[config.mk]
export PLATFORM = sky130hd
export DESIGN_NAME = jvm_operand_stack_shuffle_top
export DESIGN_NICKNAME = d
export VERILOG_FILES = /design/src/jvmoss_pkg.sv /design/src/jvm_operand_stack_shuffle_top.sv
export SDC_FILE = /design/constraint.sdc
export NUM_CORES = 2
export LEC_CHECK = 0
export ABC_AREA = 1
export BUFFER_PORTS_ARGS = -buffer_cell sky130_fd_sc_hd__buf_2
export CORE_ASPECT_RATIO = 0.9
export CORE_MARGIN = 4
export CORE_UTILIZATION = 35
export DETAILED_ROUTE_END_ITERATION = 6
export GPL_ROUTABILITY_DRIVEN = 0
export HOLD_SLACK_MARGIN = 0.05
export PLACE_DENSITY_LB_ADDON = 0.08
export SLEW_MARGIN = 25
export SYNTH_ARGS = -nofsm -noshare
export SYNTH_HDL_FRONTEND = slang
export SYNTH_SLANG_ARGS = --single-unit
[constraint.sdc]
create_clock -name clk -period 59 [get_ports clk]
set_clock_uncertainty 0.15 [all_clocks]
set_input_delay 8.85 -clock clk [delete_from_list [all_inputs] [get_ports clk]]
set_output_delay 8.85 -clock clk [all_outputs]
set_load 0.02 [all_outputs]
[src/jvmoss_pkg.sv]
// Package with the command codes, status codes and slot type of the operand stack unit.
package jvmoss_pkg;

	typedef enum logic [3:0] {
		CMD_PUSH    = 4'd0,
		CMD_POP     = 4'd1,
		CMD_POP2    = 4'd2,
		CMD_DUP     = 4'd3,
		CMD_DUP_X1  = 4'd4,
		CMD_DUP_X2  = 4'd5,
		CMD_DUP2    = 4'd6,
		CMD_DUP2_X1 = 4'd7,
		CMD_DUP2_X2 = 4'd8,
		CMD_SWAP    = 4'd9
	} cmd_t;

	typedef enum logic [1:0] {
		STATUS_OK        = 2'd0,
		STATUS_UNDERFLOW = 2'd1,
		STATUS_OVERFLOW  = 2'd2
	} status_t;

	localparam int VALUE_W = 64;
	localparam int CMD_W   = 4;
	localparam int DEPTH_W = 5;
	localparam int DATA_W  = 72;

	// Source of a rewritten slot: one of the top four old slots or the pushed value.
	typedef enum logic [2:0] {
		SRC_V1   = 3'd0,
		SRC_V2   = 3'd1,
		SRC_V3   = 3'd2,
		SRC_V4   = 3'd3,
		SRC_PUSH = 3'd4
	} src_t;

	localparam int CAND_N = 5;
	localparam int PICK_N = 6;

	typedef struct packed {
		logic [VALUE_W-1:0] value;
		logic               wide;
	} slot_t;

endpackage

[src/jvm_operand_stack_shuffle_top.sv]
// Operand stack unit with a shifting register stack for the JVM stack shuffle commands.
// An accepted transaction is held in a command register, then its result is registered.
// Throughput: one transaction per cycle unless the output stalls; the stack is a row of
// slot registers that shifts by up to two places and rewrites up to six top slots.
// Reset clears the stack pointer and the valid flags of both stages; slot contents
// are not cleared and are only read once written.
module jvm_operand_stack_shuffle_top
	import jvmoss_pkg::*;
#(
	parameter int STACK_DEPTH = 16
) (
	input  logic              clk,
	input  logic              arst_n,
	input  logic              s_axis_tvalid,
	output logic              s_axis_tready,
	// Fields from bit 0: command[3:0], push_value[67:4], zero fill.
	input  logic [DATA_W-1:0] s_axis_tdata,
	// Fields from bit 0: push_is_wide.
	input  logic              s_axis_tuser,
	output logic              m_axis_tvalid,
	input  logic              m_axis_tready,
	// Fields from bit 0: top_value[63:0], stack_depth[68:64], status[70:69], zero fill.
	output logic [DATA_W-1:0] m_axis_tdata,
	// Fields from bit 0: top_is_wide.
	output logic              m_axis_tuser
);

	localparam int SPW = $clog2(STACK_DEPTH + 1);
	localparam int SUMW = SPW + 2;
	localparam int DW = (SPW > DEPTH_W) ? SPW : DEPTH_W;

	logic               valid_s1;
	logic [CMD_W-1:0]   cmd_s1;
	logic [VALUE_W-1:0] value_s1;
	logic               wide_s1;

	logic               res_valid_q;
	logic [VALUE_W-1:0] top_value_q;
	logic               top_wide_q;
	logic [DEPTH_W-1:0] depth_q;
	status_t            status_q;

	slot_t              stack_q [STACK_DEPTH];
	logic [SPW-1:0]     sp_q;

	logic               res_ready;
	logic               s1_ready;
	logic               fire_s1;

	slot_t              cand [CAND_N];
	logic [3:0]         wide_eff;
	src_t               pick [PICK_N];
	logic [2:0]         need;
	logic [2:0]         n_put;
	logic               cmd_ok;
	logic [2:0]         sh;
	slot_t              stack_d [STACK_DEPTH];
	logic [SUMW-1:0]    sum;
	status_t            status_d;
	logic               commit;
	logic [SPW-1:0]     sp_after;
	slot_t              top_after;
	logic [DW-1:0]      sp_ext;

	assign res_ready = !res_valid_q || m_axis_tready;
	assign s1_ready = !valid_s1 || res_ready;
	assign s_axis_tready = s1_ready;
	assign fire_s1 = valid_s1 && res_ready;

	always_ff @(posedge clk or negedge arst_n) begin
		if (!arst_n) begin
			valid_s1 <= 1'b0;
		end else if (s1_ready) begin
			valid_s1 <= s_axis_tvalid;
		end
	end

	always_ff @(posedge clk) begin
		if (s1_ready && s_axis_tvalid) begin
			cmd_s1 <= s_axis_tdata[CMD_W-1:0];
			value_s1 <= s_axis_tdata[CMD_W+VALUE_W-1:CMD_W];
			wide_s1 <= s_axis_tuser;
		end
	end

	always_comb begin
		for (int i = 0; i < 4; i++) begin
			cand[i] = stack_q[i];
			wide_eff[i] = stack_q[i].wide && (sp_q > SPW'(i));
		end
		cand[SRC_PUSH].value = value_s1;
		cand[SRC_PUSH].wide = wide_s1;
	end

	// Picks are listed from the new top slot downward.
	always_comb begin
		need = 3'd0;
		n_put = 3'd0;
		cmd_ok = 1'b1;
		for (int j = 0; j < PICK_N; j++) begin
			pick[j] = SRC_V1;
		end
		unique case (cmd_s1)
			CMD_PUSH: begin
				n_put = 3'd1;
				pick[0] = SRC_PUSH;
			end
			CMD_POP: begin
				need = 3'd1;
			end
			CMD_POP2: begin
				need = wide_eff[0] ? 3'd1 : 3'd2;
			end
			CMD_DUP: begin
				need = 3'd1;
				n_put = 3'd2;
			end
			CMD_DUP_X1: begin
				need = 3'd2;
				n_put = 3'd3;
				pick[1] = SRC_V2;
			end
			CMD_DUP_X2: begin
				if (wide_eff[1]) begin
					need = 3'd2;
					n_put = 3'd3;
					pick[1] = SRC_V2;
				end else begin
					need = 3'd3;
					n_put = 3'd4;
					pick[1] = SRC_V2;
					pick[2] = SRC_V3;
				end
			end
			CMD_DUP2: begin
				if (wide_eff[0]) begin
					need = 3'd1;
					n_put = 3'd2;
				end else begin
					need = 3'd2;
					n_put = 3'd4;
					pick[1] = SRC_V2;
					pick[3] = SRC_V2;
				end
			end
			CMD_DUP2_X1: begin
				if (wide_eff[0]) begin
					need = 3'd2;
					n_put = 3'd3;
					pick[1] = SRC_V2;
				end else begin
					need = 3'd3;
					n_put = 3'd5;
					pick[1] = SRC_V2;
					pick[2] = SRC_V3;
					pick[4] = SRC_V2;
				end
			end
			CMD_DUP2_X2: begin
				if (wide_eff[0] && wide_eff[1]) begin
					need = 3'd2;
					n_put = 3'd3;
					pick[1] = SRC_V2;
				end else if (wide_eff[0]) begin
					need = 3'd3;
					n_put = 3'd4;
					pick[1] = SRC_V2;
					pick[2] = SRC_V3;
				end else if (wide_eff[2]) begin
					need = 3'd3;
					n_put = 3'd5;
					pick[1] = SRC_V2;
					pick[2] = SRC_V3;
					pick[4] = SRC_V2;
				end else begin
					need = 3'd4;
					n_put = 3'd6;
					pick[1] = SRC_V2;
					pick[2] = SRC_V3;
					pick[3] = SRC_V4;
					pick[5] = SRC_V2;
				end
			end
			CMD_SWAP: begin
				need = 3'd2;
				n_put = 3'd2;
				pick[0] = SRC_V2;
			end
			default: begin
				cmd_ok = 1'b0;
			end
		endcase
	end

	// The shift code is two plus the number of slots the stack shrinks by.
	assign sh = need - n_put + 3'd2;

	always_comb begin
		for (int j = 0; j < STACK_DEPTH; j++) begin
			unique case (sh)
				3'd0: stack_d[j] = stack_q[(j >= 2) ? j - 2 : j];
				3'd1: stack_d[j] = stack_q[(j >= 1) ? j - 1 : j];
				3'd3: stack_d[j] = stack_q[(j + 1 < STACK_DEPTH) ? j + 1 : j];
				3'd4: stack_d[j] = stack_q[(j + 2 < STACK_DEPTH) ? j + 2 : j];
				default: stack_d[j] = stack_q[j];
			endcase
		end
		for (int j = 0; j < PICK_N; j++) begin
			if (3'(j) < n_put) begin
				stack_d[j] = cand[pick[j]];
			end
		end
	end

	assign sum = SUMW'(sp_q) + SUMW'(n_put) - SUMW'(need);

	always_comb begin
		status_d = STATUS_OK;
		if (cmd_ok) begin
			priority if (SUMW'(need) > SUMW'(sp_q)) begin
				status_d = STATUS_UNDERFLOW;
			end else if (sum > SUMW'(STACK_DEPTH)) begin
				status_d = STATUS_OVERFLOW;
			end
		end
	end

	assign commit = cmd_ok && (status_d == STATUS_OK);
	assign sp_after = commit ? sum[SPW-1:0] : sp_q;
	assign top_after = commit ? stack_d[0] : stack_q[0];
	assign sp_ext = DW'(sp_after);

	always_ff @(posedge clk or negedge arst_n) begin
		if (!arst_n) begin
			sp_q <= '0;
			res_valid_q <= 1'b0;
		end else begin
			if (fire_s1 && commit) begin
				sp_q <= sum[SPW-1:0];
			end
			if (res_ready) begin
				res_valid_q <= valid_s1;
			end
		end
	end

	always_ff @(posedge clk) begin
		if (fire_s1) begin
			if (commit) begin
				for (int j = 0; j < STACK_DEPTH; j++) begin
					stack_q[j] <= stack_d[j];
				end
			end
			top_value_q <= (sp_after != '0) ? top_after.value : '0;
			top_wide_q <= (sp_after != '0) ? top_after.wide : 1'b0;
			depth_q <= sp_ext[DEPTH_W-1:0];
			status_q <= status_d;
		end
	end

	assign m_axis_tvalid = res_valid_q;
	assign m_axis_tuser = top_wide_q;
	assign m_axis_tdata = {1'b0, status_q, depth_q, top_value_q};

endmodule

==> run summary <==
The run finished with clean final reports. The number of ports placed on the die boundary is 152. The transition time at the pin with the least slew margin came out at 1.13 ns.

The detailed-placement wirelength estimate is 145,000 µm. The number of global-route vias before repair came out at 55.2k. The pre-antenna-repair detailed-routing pass consisted of 6 iterations. Setup repair after global routing left no endpoint under its margin. The classification of the worst-slack hold path is flop to flop.

The ratio of cells with drive above 1 in the final layout came out at 6.16%. The area of all placed cells without fillers came out at 75,100 µm². Data on the critical path is required at its endpoint by 50.00 ns.

After synthesis, flip-flops and latches occupy 52.3% of the total area. The number of hold violations in the final report was 0. The type of element launching the critical path is an input port. CTS saw 1,188 sinks. The library cell occupying the most area in the post-synthesis netlist is edfxtp_1. The number of antenna violations at the first check in global routing came out at 16. The placeable core region is 194,000 µm².

The number of max-cap violations is 0. The filler cell count came out at 19.8k. In the post-synthesis netlist, the biggest area contributors are edfxtp_1 52%, nand2_1 12%, o21ai_0 5.9%. Buffers placed on the I/O ports in this run total 146.

The root cell of the clock tree is clkbuf_16. The area of the die came out at 202,000 µm². The routed layout has 60.5k vias. After routing, the total negative slack on setup checks comes to 0 ns. The cell count after synthesis came out at 8,404.

The final critical path takes up 31.0% of the cycle. The cell area that synthesis handed to floorplanning was 68,200 µm². The leakage component of the power is 30.2 nW. In the final routed layout, each cell accounts on average for 24.1 µm. The arrival time at the worst endpoint came out at 9.27 ns.

After synthesis, the netlist uses 42 different library cells. The per-cell via count in the routed design is 5.56. The count of synthesis-stage warnings from yosys came out at 0. The die outline width came out at 473 µm. The synthesized flop and latch total is 1,188.

The final setup violation count is 0. The H-tree depth is 4. The count of hold-fix buffers inserted at cts came out at 0. Of all nets on the critical path, the largest fanout is 3. Power spread over the standard cell area amounts to 54.9 nW/µm². The cell row count is 153. Synthesis produced a netlist with a net count of 8,498. The final global-route overflow total came out at 0.

In this run, the number of DRC markers left after iteration 0 of detailed routing was 8,188. The max-slew violation total from the final report is 0. The overall track demand over capacity in global routing is 25.1%.

At the end of the flow, the number of nets in the layout was 8,305. Entering global routing, the biggest net connects 153 pins. The routed design has 262,000 µm of wire.

The first global-routing pass estimated 384,000 µm of wire. The highest clock rate came out at 54.7 MHz. The synthesized design devotes to its leading area cell type 52.0% of total area. The DRC violation count after routing came out at 0.

The worst-case vdd ir drop is 0.0492 mV. The number of gates given a new drive strength after cts came out at 0. The starting density of the core came out at 35.2%. The post-place instance area came out at 70,600 µm².

The number of buffers inserted to repair setup after CTS came out at 0. The maximum root-to-sink buffer count came out at 3. The area overhead of the layout relative to synthesis is 10.1%. The average instance in the mapped netlist occupies 8.12 µm². Once layout is complete, the utilization of the core stands at 38.8%. For the finished layout, the period the worst path requires is 18.27 ns.

The post-detailed-route count of antenna-violating nets is 0. The worst-skew pair later-pin latency came out at 0.80 ns. The worst pin sits at a relative slew slack of 24.8%. After clock tree synthesis, the clock-pin slew on the worst setup and hold paths is 0.06 ns. STA classifies the critical path endpoint as a primary output. TritonCTS built the clock tree. The die is 427 µm tall. The setup path with the least slack is of type input port to primary output. In this run, CTS created clock tree buffers numbering 148.
## registers in the layout, indices dropped and copies added (netlist names)
signal	cells
cmd_s1	4
m_axis_tvalid	1
value_s1	64
m_axis_tuser	1
status_q	2
wide_s1	1
top_value_q	64
sp_q	5
depth_q	5
stack_q	1040
valid_s1	1
## logic make-up (layout without fill, tap and decap cells)
| kind of cell | Yosys count | in the layout | share of synthesized area [%] |
|---|---|---|---|
| adders and majority gates | 17 | 17 | 0.345 |
| other | 1 | 5 | 0.00550 |
| and+or+nand+nor | 3262 | 3262 | 19.0 |
| DFF | 1188 | 1188 | 52.3 |
| buffers and inverters | 1619 | 1537 | 9.63 |
| xor gates and xnor gates | 3 | 3 | 0.0385 |
| AOI/OAI and AO/OA | 2314 | 2314 | 18.7 |
## routing by layer
layer | vias to the layer above | track usage (%) | share of wire (%)
met5 | - | 0 | 0.0088
met4 | 4 | 5.38 | 1.7
met3 | 279 | 5.06 | 9.3
met2 | 2892 | 36.0 | 41
met1 | 29100 | 38.8 | 48
li1 | 28300 | - | -
## cell usage in the layout (no fill, tap or decap), types with 146 or more instances in the layout
master and count:
a21oi_1 579, buf_2 146, clkbuf_16 151, edfxtp_1 1181, inv_1 998, nand2_1 2259, nand3_1 386, nor2_1 536
o21ai_0 807, o21ai_1 254, o22ai_1 518
## path summary, 6_finish.rpt
check	startpoint	end	slack [ns]	cells past startpoint
max	m_axis_tready	s_axis_tready	40.73	4
min	stack_q[1][331]	stack_q[1][461]	0.39	2
max reg2reg	cmd_s1[1]	stack_q[0][236]	49.55	25
min reg2reg	stack_q[1][331]	stack_q[1][461]	0.39	2
max in group asynchronous	arst_n	sp_q[0]	50.77	1
min in group asynchronous	arst_n	valid_s1	7.75	1
## worst max-delay path, cell delays in order
cell and delay, ns:
buf_2 0.10, inv_1 0.06, nand3_1 0.10, buf_2 0.18
## power breakdown
group	leakage (nW)	internal [W]	switching, W	total, W
Sequential	10.8	0.00126	0.0000866	0.00134
Combinational	17.2	0.000481	0.00143	0.00191
Clock	2.18	0.000489	0.000378	0.000867
## cells in the mapped netlist, drive strengths merged
| master | count |
|---|---|
| nand2 | 2270 |
| edfxtp | 1181 |
| o21ai | 1064 |
| inv | 1016 |
| a21oi | 585 |
| nor2 | 548 |
| o22ai | 518 |
| nand3 | 393 |
| buf | 320 |
| clkbuf | 281 |
| o2111ai | 65 |
| o221ai | 59 |
| nor3 | 20 |
| o211ai | 19 |
| nand4 | 16 |
| ha | 14 |
| nand3b | 14 |
| dfrtp | 7 |
| fa | 3 |
| a211oi | 2 |
| clkinv | 2 |
| xnor2 | 2 |
| a21boi | 1 |
| a31oi | 1 |
| conb | 1 |
| nor3b | 1 |
| xor2 | 1 |
## stage by stage
stage               std cells  hold WS [ns]  power (W)  worst slack, ns
global placement        10600         0.380    0.00323            40.72
detailed placement      10600         0.386    0.00323            40.72
finish                  10900         0.393    0.00412            40.73
global route            10900         0.416    0.00438            40.68
CTS                     10900         0.392    0.00411            40.72
floorplan                8404         0.329    0.00261            26.55
## layout make-up
cell class | count | area, µm² | area share [%]
antenna | 4 | 10.0 | 0.0133
clock inverter | 77 | 533 | 0.710
inverter | 1018 | 3860 | 5.14
sequential | 1188 | 35600 | 47.5
timing repair buffer | 258 | 1720 | 2.29
tap | 2557 | 3200 | 4.26
clock buffer | 184 | 3900 | 5.20
multi-input combinational | 5597 | 26200 | 34.9
(Power assumes the default switching activity.)
